--- config.mk ---
export PLATFORM = sky130hd
export DESIGN_NAME = tbsr_ram
export DESIGN_NICKNAME = d
export VERILOG_FILES = /design/src/rtl/time_bucket_statistics_ring_defines.svh /design/src/rtl/tbsr_ram.sv
export SDC_FILE = /design/constraint.sdc
export NUM_CORES = 2
export LEC_CHECK = 0
export ABC_AREA = 1
export BUFFER_PORTS_ARGS = -buffer_cell sky130_fd_sc_hd__clkbuf_2
export CAP_MARGIN = 20
export CELL_PAD_IN_SITES_DETAIL_PLACEMENT = 1
export CELL_PAD_IN_SITES_GLOBAL_PLACEMENT = 1
export CORE_ASPECT_RATIO = 0.9
export CORE_MARGIN = 3
export CORE_UTILIZATION = 51
export DETAILED_ROUTE_END_ITERATION = 8
export PLACE_DENSITY_LB_ADDON = 0.1
export SLEW_MARGIN = 20
export SYNTH_ARGS = -nofsm -noshare
export SYNTH_HDL_FRONTEND = slang
export SYNTH_SLANG_ARGS = --single-unit
--- constraint.sdc ---
create_clock -name clk -period 4.72 [get_ports clk]
set_input_delay 0 -clock clk [delete_from_list [all_inputs] [get_ports clk]]
set_output_delay 0 -clock clk [all_outputs]
set_load 0.01 [all_outputs]
--- src/rtl/time_bucket_statistics_ring_defines.svh ---
// ----------------------------------------------------------------------------
// time_bucket_statistics_ring_defines
// Assertion macros for the bucket ring.
// ----------------------------------------------------------------------------
`ifndef TIME_BUCKET_STATISTICS_RING_DEFINES_SVH
`define TIME_BUCKET_STATISTICS_RING_DEFINES_SVH
// assert that a implies b on the next clock
`define TBSR_ASSERT_NEXT(label, clk, rst_n, a, b) \
	label: assert property (@(posedge clk) disable iff (!rst_n) (a) |=> (b)) \
		else $error("assertion failed");
// assert that a implies b in the same clock
`define TBSR_ASSERT_NOW(label, clk, rst_n, a, b) \
	label: assert property (@(posedge clk) disable iff (!rst_n) (a) |-> (b)) \
		else $error("assertion failed");
`endif

--- src/rtl/tbsr_ram.sv ---
// ----------------------------------------------------------------------------
// tbsr_ram
// Generic single-port RAM with registered read.
// ----------------------------------------------------------------------------
module tbsr_ram #(
	parameter int unsigned WIDTH = 32,
	parameter int unsigned DEPTH = 64,
	localparam int unsigned AW = (DEPTH > 1) ? $clog2(DEPTH) : 1
) (
	input  logic             clk,
	input  logic             we,
	input  logic [AW-1:0]    addr,
	input  logic [WIDTH-1:0] wdata,
	output logic [WIDTH-1:0] rdata
);
	logic [WIDTH-1:0] mem [DEPTH];

	always_ff @(posedge clk) begin
		if (we) mem[addr] <= wdata;
		rdata <= mem[addr];
	end
endmodule

## Yosys cells after proc, flatten, opt, wreduce, memory -nomap -nowiden

Memory sizes are Yosys's and may differ from the RTL's. A register that Yosys moved wholly into a read port is not among the register bits.
Cells that the tools add are included.

- Add/subtract/negate cells: 0
- Multiply operators: 0
- Divide/modulo/power cells: 0
- Order comparisons: 0
- Eq/ne operators: 0
- Shifts and indexed selects: 0
- Multiplexer cells: 2
- Bitwise gates (word level): 0
- Reductions and logical operators: 0

Operator list:

| operator | number |
|---|---|
| 1-bit two-way mux | 2 |

- Bits in registers: 0
- Bits in latches: 0
- Memory bits (writable): 2048
- Bits in read-only memories: 0
- Bits of input ports: 40
- Output and inout port bits: 32
- Logic and storage cells: 3
- Memories: 1

Memory list:

| memory | depth | width | read ports | clocked after Yosys merged registers in | write ports | RTL line | RTL |
|---|---|---|---|---|---|---|---|
| mem | 64 | 32 | 1 | 1 | 1 | tbsr_ram.sv:16 | `logic [WIDTH-1:0] mem [DEPTH];` |

## Logic depth before layout (Yosys ltp)

- Depth after elaboration: 2
- Mapped depth: 15
- Depth with buffers taken out: 11

## Least setup slack after synthesis

Ideal clock, no wire load.

- Path kind: input to register
- Start: in addr[0]
- End: mem mem[41][0], enable pin
- Library setup time: 0.502 ns
- Arrival: 3.783 ns
- Data required time: 4.218 ns
- Setup slack: 0.435 ns
- Stages on the path: 6
- Path buffers: 4
- Path through: buf_4 > inv_2 > buf_6 > buf_4 > buf_2 > nor4_1

RTL lines:

| what | RTL line | RTL |
|---|---|---|
| from (decl) | tbsr_ram.sv:12 | `input logic [AW-1:0] addr,` |
| to (decl) | tbsr_ram.sv:16 |  |

Straight into the memory's write port.

==> impl_summary.txt <==
----------------------------------------------------
[STA]
  Post-layout min period ... 3250 ps
  Hold Fails Final Rpt ... 0
  Least-Margin Pin Slew ... 1150 ps
  Max frequency ... 0.308 GHz
  Setup repair after global routing missed its margin ... no
  Pins Over Slew Limit ... 0
  Relative slew margins ... 23.5%
  Worst Skew ... 24.8 ps
  Count of endpoints failing setup in the final report ... 0
  Part of the cycle the worst path needs ... 68.8%
  Worst hold-check slack ... 49.4 ps
  Final setup margin ... 1470 ps
  Setup TNS after final layout ... 0 ps

[Min path]
  Worst min-delay path class ... input pin to register

[Yosys]
  Synthesized netlist cell count ... 8,440
  Post-Synthesis Mean Instance Area ... 10.2 um^2
  Post-synth top area share ... 71.1%
  Number of storage elements in the synthesis netlist ... 2,080
  Yosys synthesis warning count ... 0
  Synthesized cell area ... 0.0865 mm^2
  Proportion of synthesized flip-flops having asynchronous set or reset ... 0%
  Most frequent cell after synthesis ... sky130_fd_sc_hd__nand2_1
  Sequential fraction of the synthesis area ... 71.8%
  Most instantiated cells after synthesis ... 5,728 x sky130_fd_sc_hd__nand2_1, 2,048 x sky130_fd_sc_hd__edfxtp_1, 244 x sky130_fd_sc_hd__buf_2
  Number of enable flip-flop cells after synthesis ... 2,048
  Leading cell types by total area after synthesis ... sky130_fd_sc_hd__edfxtp_1 71%, sky130_fd_sc_hd__nand2_1 25%, sky130_fd_sc_hd__buf_2 1.4%
  Net Count, Synth ... 8,480
  Most instantiated flip-flop cell in the synthesis netlist ... sky130_fd_sc_hd__edfxtp_1
  Biggest area consumer among synthesized cells ... sky130_fd_sc_hd__edfxtp_1
  Distinct cell type count of the synthesized netlist ... 21

[Clock tree]
  Clock tree from TritonCTS ... built
  Clock-pin transition on the worst setup and hold timing paths ... 60 ps
  Post-cts resize count ... 0
  CTS Sinks ... 2,080
  Number of buffers added by the clock tree synthesis step ... 207
  Clock latency on the worst-skew pair ... 840 ps
  Number of levels the H-tree was split into ... 4
  Maximum buffer depth of the clock tree ... 3
  Master cell of the clock root buffer ... sky130_fd_sc_hd__clkbuf_16
  Number of post-CTS setup repair buffers ... 0

[Routing]
  Antenna Nets Post-Route ... 0
  Drt via density ... 5.60
  DR vias ... 61,080
  Number of iterations in the first detailed-routing pass ... 5
  Total detailed-routing wirelength ... 283,000 um
  Number of DRC violations after detailed routing ... 0
  Initial detailed-routing violation count ... 6,688
  DR WL/cell ... 25.9 um

[Critical path]
  Critical Path End Type ... register
  Crit path kind ... input pin to register
  Slowest cell on the critical path ... sky130_fd_sc_hd__nor2_1
  Data arrival time at the worst-slack endpoint ... 3900 ps
  Critical Path, Cell by Cell ... dlygate4sd3_1 -> buf_8 -> inv_8 -> buf_4 -> buf_4 -> nand2_1 -> nand2_1 -> nand2_1 -> nand2_1 -> nor2_1 -> nand2_1
  Crit-path max cell delay ... 760 ps
  Peak fanout along the critical path ... 68
  Startpoint Class ... input pin
  Cell repeated most along the worst path ... sky130_fd_sc_hd__nand2_1
  Crit path required time ... 5380 ps

[GRT]
  Global-route usage over all layers ... 32.4%
  Number of global-route vias before repair ... 63,842
  Global route overflow ... 0
  Antenna violations before repair ... 19
  Busiest grt layer ... met2
  Maximum number of pins on one net before global-route repair ... 157
  Global-route wire length before repair ... 416,000 um
  GR Util met2 ... 54.2%
  Met3 global-route usage ... 4.29%
  Met1 usage in global routing ... 43.7%

[Floorplan]
  Horizontal die dimension ... 440 um
  Die extent in y ... 397 um
  Std-Cell Core Area ... 0.168 mm^2
  Full die area ... 0.175 mm^2
  Standard-cell rows ... 142
  IO Count ... 72
  Initial Util ... 51.6%

[Placed design]
  Placement-stage worst setup slack ... 1420 ps
  Instance area at placement ... 0.0900 mm^2
  Port bufs ... 71
  Last weighted congestion value of the routability-driven placer ... 0.840
  Placed wire-length estimate after detailed placement ... 162,000 um

[Pwr]
  IR drop worst, VDD ... 0.325 mV
  Power density of the placed cells ... 404 mW/mm^2
  Leakage component of the power ... 0.0404 uW
  Overall power of the completed layout ... 39,200 uW

[Final layout]
  Final #Nets ... 8,540
  Share of layout cells above drive strength 1 ... 6.99%
  Design area ... 0.0969 mm^2
  Area growth, synth to finish ... 12.1%

[Job]
  Number of max-cap violations ... 0

[Run status]
  Status ... finished, final reports clean

----------------------------------------------------
## layout make-up
type                    count  area (um^2)
flip-flops and latches   2080        62100
clock buffers             296         5840
inverters                  30          135
diodes                      3         7.51
well taps                2232         2790
clock inverters            77          613
multi-input cells        5908        22800
repair buffers            273         2590
fillers                 17851        70600
## metrics by stage
step | util (%) | std cells
2_1_floorplan | - | 8440
3_3_place_gp | 53.6 | 10479
3_5_place_dp | 53.7 | 10485
4_1_cts | 57.7 | 10887
5_1_grt | 57.9 | 10897
6_report | 57.9 | 10899
## logic make-up (layout without fill, tap and decap cells)
| kind of cell | count (synthesis) | count (layout) | synth area share (%) |
|---|---|---|---|
| and+or+nand+nor | 5896 | 5896 | 25.7 |
| other | 0 | 3 | 0 |
| DFF | 2080 | 2080 | 71.8 |
| AOI/OAI and AO/OA | 12 | 12 | 0.0839 |
| buffers and inverters | 452 | 676 | 2.40 |
## state kept, by name, summed over array words and instances (netlist names)
signal / cells
rdata: 32
mem: 2048
## routing by layer
metal / vias up / routed length [um]
met4: 0 / 11100
met2: 2303 / 137000
met5: - / 0
met3: 460 / 19800
li1: 27383 / -
met1: 30934 / 115000
## what timing repair did
item | in CTS | in global routing
hold buffers | 29 | 0
setup endpoints to repair | 0 | 0
endpoints found under the hold margin | 840 | 0
## worst max-delay path: cells and delay by family
family	cells	cell delay, ps
buffers and inverters	5	2270
AND/OR/NAND/NOR	6	1370
## placed cells by master (no fill, tap or decap)
master,count
sky130_fd_sc_hd__buf_12,33
sky130_fd_sc_hd__nor4_2,1
sky130_fd_sc_hd__diode_2,3
sky130_fd_sc_hd__inv_6,5
sky130_fd_sc_hd__edfxtp_1,2048
sky130_fd_sc_hd__inv_2,11
sky130_fd_sc_hd__nor4_4,1
sky130_fd_sc_hd__buf_16,10
sky130_fd_sc_hd__nand4_1,2
sky130_fd_sc_hd__nor2_4,62
sky130_fd_sc_hd__or2_1,1
sky130_fd_sc_hd__clkinv_2,23
sky130_fd_sc_hd__nand3_1,13
sky130_fd_sc_hd__dfxtp_1,32
sky130_fd_sc_hd__inv_8,3
sky130_fd_sc_hd__bufinv_16,10
sky130_fd_sc_hd__buf_8,3
sky130_fd_sc_hd__clkbuf_16,215
sky130_fd_sc_hd__o21ai_1,2
sky130_fd_sc_hd__o211ai_1,5
sky130_fd_sc_hd__inv_1,16
sky130_fd_sc_hd__buf_4,130
sky130_fd_sc_hd__nor3_4,7
sky130_fd_sc_hd__nand2_1,5728
sky130_fd_sc_hd__clkinv_1,37
sky130_fd_sc_hd__clkbuf_1,65
sky130_fd_sc_hd__clkinvlp_4,2
sky130_fd_sc_hd__clkbuf_2,62
sky130_fd_sc_hd__dlygate4sd3_1,29
sky130_fd_sc_hd__o21ai_0,5
sky130_fd_sc_hd__buf_2,6
sky130_fd_sc_hd__nor3_2,1
sky130_fd_sc_hd__or2_2,5
sky130_fd_sc_hd__clkbuf_8,16
sky130_fd_sc_hd__nor2_1,75
## path summary, 6_finish.rpt
kind | depth (start not counted) | slack, ps | startpoint | endpoint
worst max-delay path | 11 | 1470 | addr[2] | rdata[6]
worst min-delay path | 1 | 50 | wdata[3] | mem[43][3]
worst max register to register | 10 | 2340 | mem[23][24] | rdata[24]
worst min register to register | 6 | 790 | mem[26][30] | rdata[30]
## power breakdown
group | switching, uW | internal, uW
clock network | 6940 | 9080
registers | 81.7 | 20500
logic | 2080 | 563
No activity file was read; power rests on OpenSTA's default activity.
