## src/rtl/time_bucket_statistics_ring_defines.svh

```systemverilog
// ----------------------------------------------------------------------------
// time_bucket_statistics_ring_defines
// Assertion macros for the bucket ring.
// ----------------------------------------------------------------------------
`ifndef TIME_BUCKET_STATISTICS_RING_DEFINES_SVH
`define TIME_BUCKET_STATISTICS_RING_DEFINES_SVH
// assert that a implies b on the next clock
`define TBSR_ASSERT_NEXT(label, clk, rst_n, a, b) \
	label: assert property (@(posedge clk) disable iff (!rst_n) (a) |=> (b)) \
		else $error("assertion failed");
// assert that a implies b in the same clock
`define TBSR_ASSERT_NOW(label, clk, rst_n, a, b) \
	label: assert property (@(posedge clk) disable iff (!rst_n) (a) |-> (b)) \
		else $error("assertion failed");
`endif

```

## src/rtl/tbsr_pkg.sv

```systemverilog
// ----------------------------------------------------------------------------
// tbsr_pkg
// Shared types and constants of the time bucket ring.
// ----------------------------------------------------------------------------
package tbsr_pkg;
	localparam int unsigned MAX_BUCKETS_DEF = 64;
	localparam logic OP_ADD   = 1'b0;
	localparam logic OP_QUERY = 1'b1;
	localparam logic CFG_PERIOD  = 1'b0;
	localparam logic CFG_BUCKETS = 1'b1;

	typedef struct packed {
		logic        start;
		logic [31:0] dividend;
		logic [31:0] divisor;
	} div_req_t;

	typedef struct packed {
		logic        busy;
		logic        done;
		logic [31:0] quotient;
		logic [31:0] remainder;
	} div_rsp_t;
endpackage

```

## src/rtl/tbsr_div.sv

```systemverilog
// ----------------------------------------------------------------------------
// tbsr_div
// Restoring divider, one quotient bit per cycle through a shift register.
// ----------------------------------------------------------------------------
module tbsr_div import tbsr_pkg::*; (
	input  logic     clk,
	input  logic     arst_n,
	input  div_req_t req,
	output div_rsp_t rsp
);
	logic [31:0] quo_q, rem_q, dvs_q;
	logic [5:0]  cnt_q;
	logic        busy_q, done_q;
	logic [32:0] trial;

	assign trial = {rem_q, quo_q[31]} - {1'b0, dvs_q};

	always_ff @(posedge clk or negedge arst_n) begin
		if (!arst_n) begin
			busy_q <= 1'b0;
			done_q <= 1'b0;
			cnt_q  <= '0;
		end else begin
			done_q <= 1'b0;
			if (req.start) begin
				busy_q <= 1'b1;
				cnt_q  <= '0;
				quo_q  <= req.dividend;
				rem_q  <= '0;
				dvs_q  <= req.divisor;
			end else if (busy_q) begin
				if (!trial[32]) begin
					rem_q <= trial[31:0];
					quo_q <= {quo_q[30:0], 1'b1};
				end else begin
					rem_q <= {rem_q[30:0], quo_q[31]};
					quo_q <= {quo_q[30:0], 1'b0};
				end
				cnt_q <= cnt_q + 6'd1;
				if (cnt_q == 6'd31) begin
					busy_q <= 1'b0;
					done_q <= 1'b1;
				end
			end
		end
	end

	assign rsp.busy      = busy_q;
	assign rsp.done      = done_q;
	assign rsp.quotient  = quo_q;
	assign rsp.remainder = rem_q;
endmodule

```

## config.mk

```make
export PLATFORM = sky130hd
export DESIGN_NAME = tbsr_div
export DESIGN_NICKNAME = d
export VERILOG_FILES = /design/src/rtl/time_bucket_statistics_ring_defines.svh /design/src/rtl/tbsr_pkg.sv /design/src/rtl/tbsr_div.sv
export SDC_FILE = /design/constraint.sdc
export NUM_CORES = 1
export LEC_CHECK = 0
export BUFFER_PORTS_ARGS = -buffer_cell sky130_fd_sc_hd__buf_2
export CAP_MARGIN = 25
export CORE_MARGIN = 4
export CORE_UTILIZATION = 45
export CTS_CLUSTER_DIAMETER = 150
export DETAILED_ROUTE_END_ITERATION = 10
export GPL_TIMING_DRIVEN = 1
export PLACE_DENSITY = 0.7
export REMOVE_ABC_BUFFERS = 1
export SYNTH_ARGS = -nofsm -noshare
export SYNTH_HDL_FRONTEND = slang
export SYNTH_SLANG_ARGS = --single-unit
```

## constraint.sdc

```tcl
create_clock -name clk -period 2.7 [get_ports clk]
set_clock_uncertainty 0.1 [all_clocks]
set_input_delay 0.54 -clock clk [delete_from_list [all_inputs] [get_ports clk]]
set_output_delay 0.54 -clock clk [all_outputs]
set_load 0.1 [all_outputs]
```

; Word level (Yosys, flattened, before mapping)
; Cells that the tools add are included.
; W data, S select, Z words.
[totals]
word_cells = 25
reg_bits = 104
output_inout_bits = 66
input_bits = 67
[op_classes]
addsub = 2
muxes = 13
reduce_logical = 3
eq_ne = 1
[op_table]
columns = op, count
row1 = $mux W32, 4
row2 = $sub A33 B32 Y33, 1
row3 = $mux W6, 2
row4 = $mux W1, 7
row5 = $add A6 B1 Y6 const B, 1
row6 = $eq A6 B5 Y1 const B, 1
row7 = $reduce_and A2 Y1, 2
row8 = $reduce_bool A2 Y1, 1

; Depth between registers and ports, before layout
[depth]
ltp_word = 4
mapped_depth = 13
depth_no_buf = 11

; Worst setup path before layout
; No wires, ideal clock.
[synth_path]
kind = reg2reg
startpoint = register quo_q[31]
endpoint = register quo_q[0] (data pin)
path_slack_ns = -0.957
arrival_ns = 3.297
stages_incl_launch_ff = 13
n_path_buf = 2
cell_sequence = edfxtp_1 -> inv_1 -> ha_1 -> fa_1 -> nor2b_1 -> o2111ai_1 -> a21oi_1 -> o311ai_4 -> a21oi_2 -> and4b_1 -> buf_6 -> buf_4 -> mux2_2
[synth_via]
elab_chain_cells = 4
[synth_lines]
columns = item, line
row1 = "start, declared", tbsr_div.sv:11  ; logic [31:0] quo_q, rem_q, dvs_q;
row2 = "start signal, assigned", tbsr_div.sv:28  ; quo_q <= req.dividend;
row3 = "start signal, assigned", tbsr_div.sv:34  ; quo_q <= {quo_q[30:0], 1'b1};
row4 = "start signal, assigned", tbsr_div.sv:37  ; quo_q <= {quo_q[30:0], 1'b0};
row5 = $sub A33 B32 Y33, tbsr_div.sv:16  ; assign trial = {rem_q, quo_q[31]} - {1'b0, dvs_q};
row6 = $mux W1, tbsr_div.sv:32  ; if (!trial[32]) begin
row7 = $mux W32, tbsr_div.sv:31  ; end else if (busy_q) begin
row8 = $mux W32, tbsr_div.sv:25  ; if (req.start) begin
; Every way passes these cells. The select of a mux whose other input is x is not followed.
; A chain may end at the register's enable or synchronous reset.

; Worst setup path in the final report
[layout_path]
startpoint = register dvs_q[18]
endpoint = register rem_q[18] (data pin)
[layout_via]
elab_chain_cells = 3
[layout_lines]
columns = item, line
row1 = "start, declared", tbsr_div.sv:11
row2 = "start signal, assigned", tbsr_div.sv:30  ; dvs_q <= req.divisor;
row3 = $sub A33 B32 Y33, tbsr_div.sv:16
row4 = $mux W32, tbsr_div.sv:32
row5 = $mux W32, tbsr_div.sv:31
row6 = "end signal, assigned", tbsr_div.sv:33  ; rem_q <= trial[31:0];
row7 = "end signal, assigned", tbsr_div.sv:36  ; rem_q <= {rem_q[30:0], quo_q[31]};
row8 = "end, declared", tbsr_div.sv:11
; Every way passes these cells.

==> impl_metrics.json <==
{
  "status": "complete, but fails checks",
  "violations": "setup timing",
  "hold_buffers": 0,
  "yosysWarnings": 0,
  "grt_overflow": 0,
  "regToRegSetupSlack_ps": -290,
  "p_leak_uw": 0.00400,
  "start_util": 0.464,
  "cts_buffer_depth": 2,
  "core_area_um2": 14000,
  "cp_slowest_cell": "and4b_4",
  "track_usage": 0.222,
  "rows": 43,
  "top_usage_layer": "met2",
  "cp.buffers_inverters": 2,
  "cp_cell_sequence": "inv_2 -> ha_4 -> a21o_1 -> a31o_1 -> a221oi_2 -> o22a_2 -> a21oi_2 -> and4b_4 -> buf_12 -> and4_1 -> nor4_2",
  "ant_nets": 0,
  "finalSetupTns_ps": -6730,
  "met1_usage": 0.283,
  "die_w_um": 128,
  "via_per_inst": 5.53,
  "slew_headroom": 0.462,
  "grt_antenna_before_repair": 0,
  "critPathRequiredTime_ps": 2690,
  "rsz0062_at_grt": "true",
  "drtIter0Drc": 356,
  "drcViolationCount": 0,
  "async_flop_share": 0.0769,
  "hold_class": "primary input to asynchronous set/reset pin",
  "crit_path_end_kind": "flip-flop",
  "die_y_um": 128,
  "synth_edf_count": 96,
  "layout.nets": 951,
  "grt_pass1_vias": 5893,
  "port_buffers": 132,
  "clock_sinks": 104,
  "cp_max_fo": 8,
  "hold_viol_final": 0,
  "cts_root_buffer": "clkbuf_16",
  "min_period_ps": 2990,
  "pin_count": 133,
  "yosysSeqAreaShare": 0.474,
  "grt_pass1_wl_um": 29200,
  "ys_types": 68,
  "cp-start-kind": "flip-flop",
  "cts_tree": "done",
  "finalSetupViolCount": 33,
  "synth_area_um2": 6500,
  "path_clk_slew_ps": 80,
  "synthCells": 600,
  "drive_gt1_frac": 0.487,
  "grtUsageMet3": 0.0654,
  "wirelength_um": 18700,
  "cts-htree-levels": 3,
  "max-vdd-ir-drop_mv": 0.476,
  "period_share": 1.11,
  "cp_top_family": "compound AO/OA/AOI/OAI gates",
  "post-route-util": 0.647,
  "ys_ff_latch": 104,
  "fin_total_pwr_uw": 7450,
  "fmax_ghz": 0.335,
  "gp_congestion": 0.904,
  "drt_pass1_iterations": 7,
  "avgSynthCellArea_um2": 10.8,
  "fillers": 1130,
  "clkLatencyLatePin_ps": 370,
  "pwr_density_cell_nw_per_um2": 823,
  "grt_max_degree": 33,
  "crit_arrival_ps": 2970,
  "worstMarginPinSlew_ps": 805,
  "die_area_um2": 16400,
  "cts_inserted_buffers": 9,
  "use_met2": 0.372,
  "setup_ws_ps": -285,
  "post-dp-hpwl_um": 13200,
  "synth-main-ff-cell": "edfxtp_1",
  "syn2layout_area_growth_pct": 39.2,
  "crit_type": "flip-flop to flip-flop",
  "vias": 5726,
  "drv_slew": 0,
  "slowest_delay_ps": 420,
  "maxCapViolations": 0,
  "wire_per_inst_um": 18.1
}
-- registers in the layout, indices dropped and copies added (netlist names) --
signal / cells
cnt_q: 6
quo_q: 32
rem_q: 32
done_q: 1
dvs_q: 32
busy_q: 1
-- path summary, 6_finish.rpt --
path | startpoint | endpoint | cells past startpoint
worst max register to register | dvs_q[18] | rem_q[18] | 11
worst min register to register | cnt_q[5] | busy_q | 2
worst min-delay path | arst_n | cnt_q[0] | 1
max in group asynchronous | arst_n | busy_q | 2
worst max-delay path | dvs_q[18] | rem_q[18] | 11
min in group clk | req[4] | dvs_q[4] | 1
-- area by class of cell --
cell class              count  area, µm²  share of cell area
diodes                      1       2.50            0.000277
repair buffers            275       1860               0.206
clock buffers              10        229              0.0253
well taps                 180        225              0.0249
multi-input cells         423       3450               0.381
clock inverters             6       57.6             0.00636
inverters                  37        139              0.0154
flip-flops and latches    104       3080               0.341
-- report_power, final --
part / internal, µW / switching (µW)
Combinational: 1590 / 2450
Sequential: 1990 / 99.3
Clock: 654 / 662
Total: 4230 / 3220
-- per-stage QoR --
| stage | cell area [µm²] | worst slack, ps | hold slack, ps | std cells |
|---|---|---|---|---|
| final | 9050 | -285 | 7.83 | 1036 |
| after global routing | 9040 | -480 | 27.0 | 1035 |
| after CTS | 8680 | -230 | 5.05 | 1026 |
| after detailed placement | 8160 | -383 | 405 | 1002 |
| after global placement | 8160 | -288 | 390 | 1002 |
| after floorplan | 6310 | -1730 | 144 | 564 |
-- worst register-to-register path, delay by kind of cell (launching register included) --
kind | cells | cell delay [ps]
flip-flops | 1 | 400
AND/OR/NAND/NOR | 3 | 720
AO/OA/AOI/OAI | 5 | 1040
buffers and inverters | 2 | 260
adder cells (fa/ha/maj) | 1 | 210
-- cells in the final DEF, fill, tap and decap left out, types with 18 or more instances in the layout --
| cell | count |
|---|---|
| a21oi_1 | 27 |
| a311oi_2 | 20 |
| buf_2 | 132 |
| buf_4 | 130 |
| edfxtp_1 | 96 |
| ha_1 | 28 |
| inv_1 | 36 |
| mux2_2 | 33 |
| nand2_1 | 42 |
| nand2_2 | 18 |
| nor2_1 | 55 |
| xnor2_1 | 19 |
-- layer usage --
layer	vias up	share of wire
met5	-	0
met4	0	0.016
met3	29	0.076
met2	202	0.49
met1	2749	0.42
li1	2746	-
-- cells by family (layout without fill, tap and decap cells) --
kind of cell / after synthesis / count (layout) / share of synthesized area
AND/OR/NAND/NOR: 191 / 191 / 0.143
other: 0 / 1 / 0
flip-flops: 104 / 104 / 0.474
XOR/XNOR: 29 / 29 / 0.0391
AO/OA/AOI/OAI: 133 / 133 / 0.165
multiplexers: 36 / 36 / 0.0618
buffers and inverters: 73 / 328 / 0.0499
adder cells (fa/ha/maj): 34 / 34 / 0.0666
-- repair_timing --
action / in CTS / in global routing
endpoints found under the setup margin: 33 / 33
resized for setup: 41 / 46
buffers inserted: 8 / 5
pin swaps: 17 / 27
hold endpoints to repair: 0 / 0
gates cloned: 1 / 3
-- cells in the mapped netlist (3+ instances only) --
cell       instances  area share
a32o_1             4      0.0062
nor3_1             8      0.0062
and3_1             4      0.0039
a311oi_1          10       0.013
nor2_1            56       0.032
a31oi_1            6      0.0058
nand3_1           12      0.0092
o2111ai_1          4      0.0054
nand4_1            8      0.0077
a211oi_1           4      0.0046
dfrtp_1            8       0.031
o21ai_0           10      0.0077
nand2_1           56       0.032
clkbuf_1          19       0.011
nor2b_1            5      0.0048
ha_1              33       0.064
nor3b_1            3      0.0035
buf_2              7      0.0054
nand2_2           10      0.0096
buf_4              5      0.0058
and2_1             3      0.0029
and4_1             5      0.0067
inv_1             37       0.021
a211o_1            4      0.0054
mux2_2            33       0.057
xor2_1            10       0.013
o21a_1             5      0.0058
edfxtp_1          96        0.44
a311oi_2          12       0.028
a21o_1            14       0.016
mux2i_1            3      0.0046
a21oi_1           30       0.023
buf_6              3      0.0052
xnor2_1           19       0.026
a31o_2             5      0.0067
nand2b_1           5      0.0048
or3_1              3      0.0029
(Power assumes the default switching activity.)
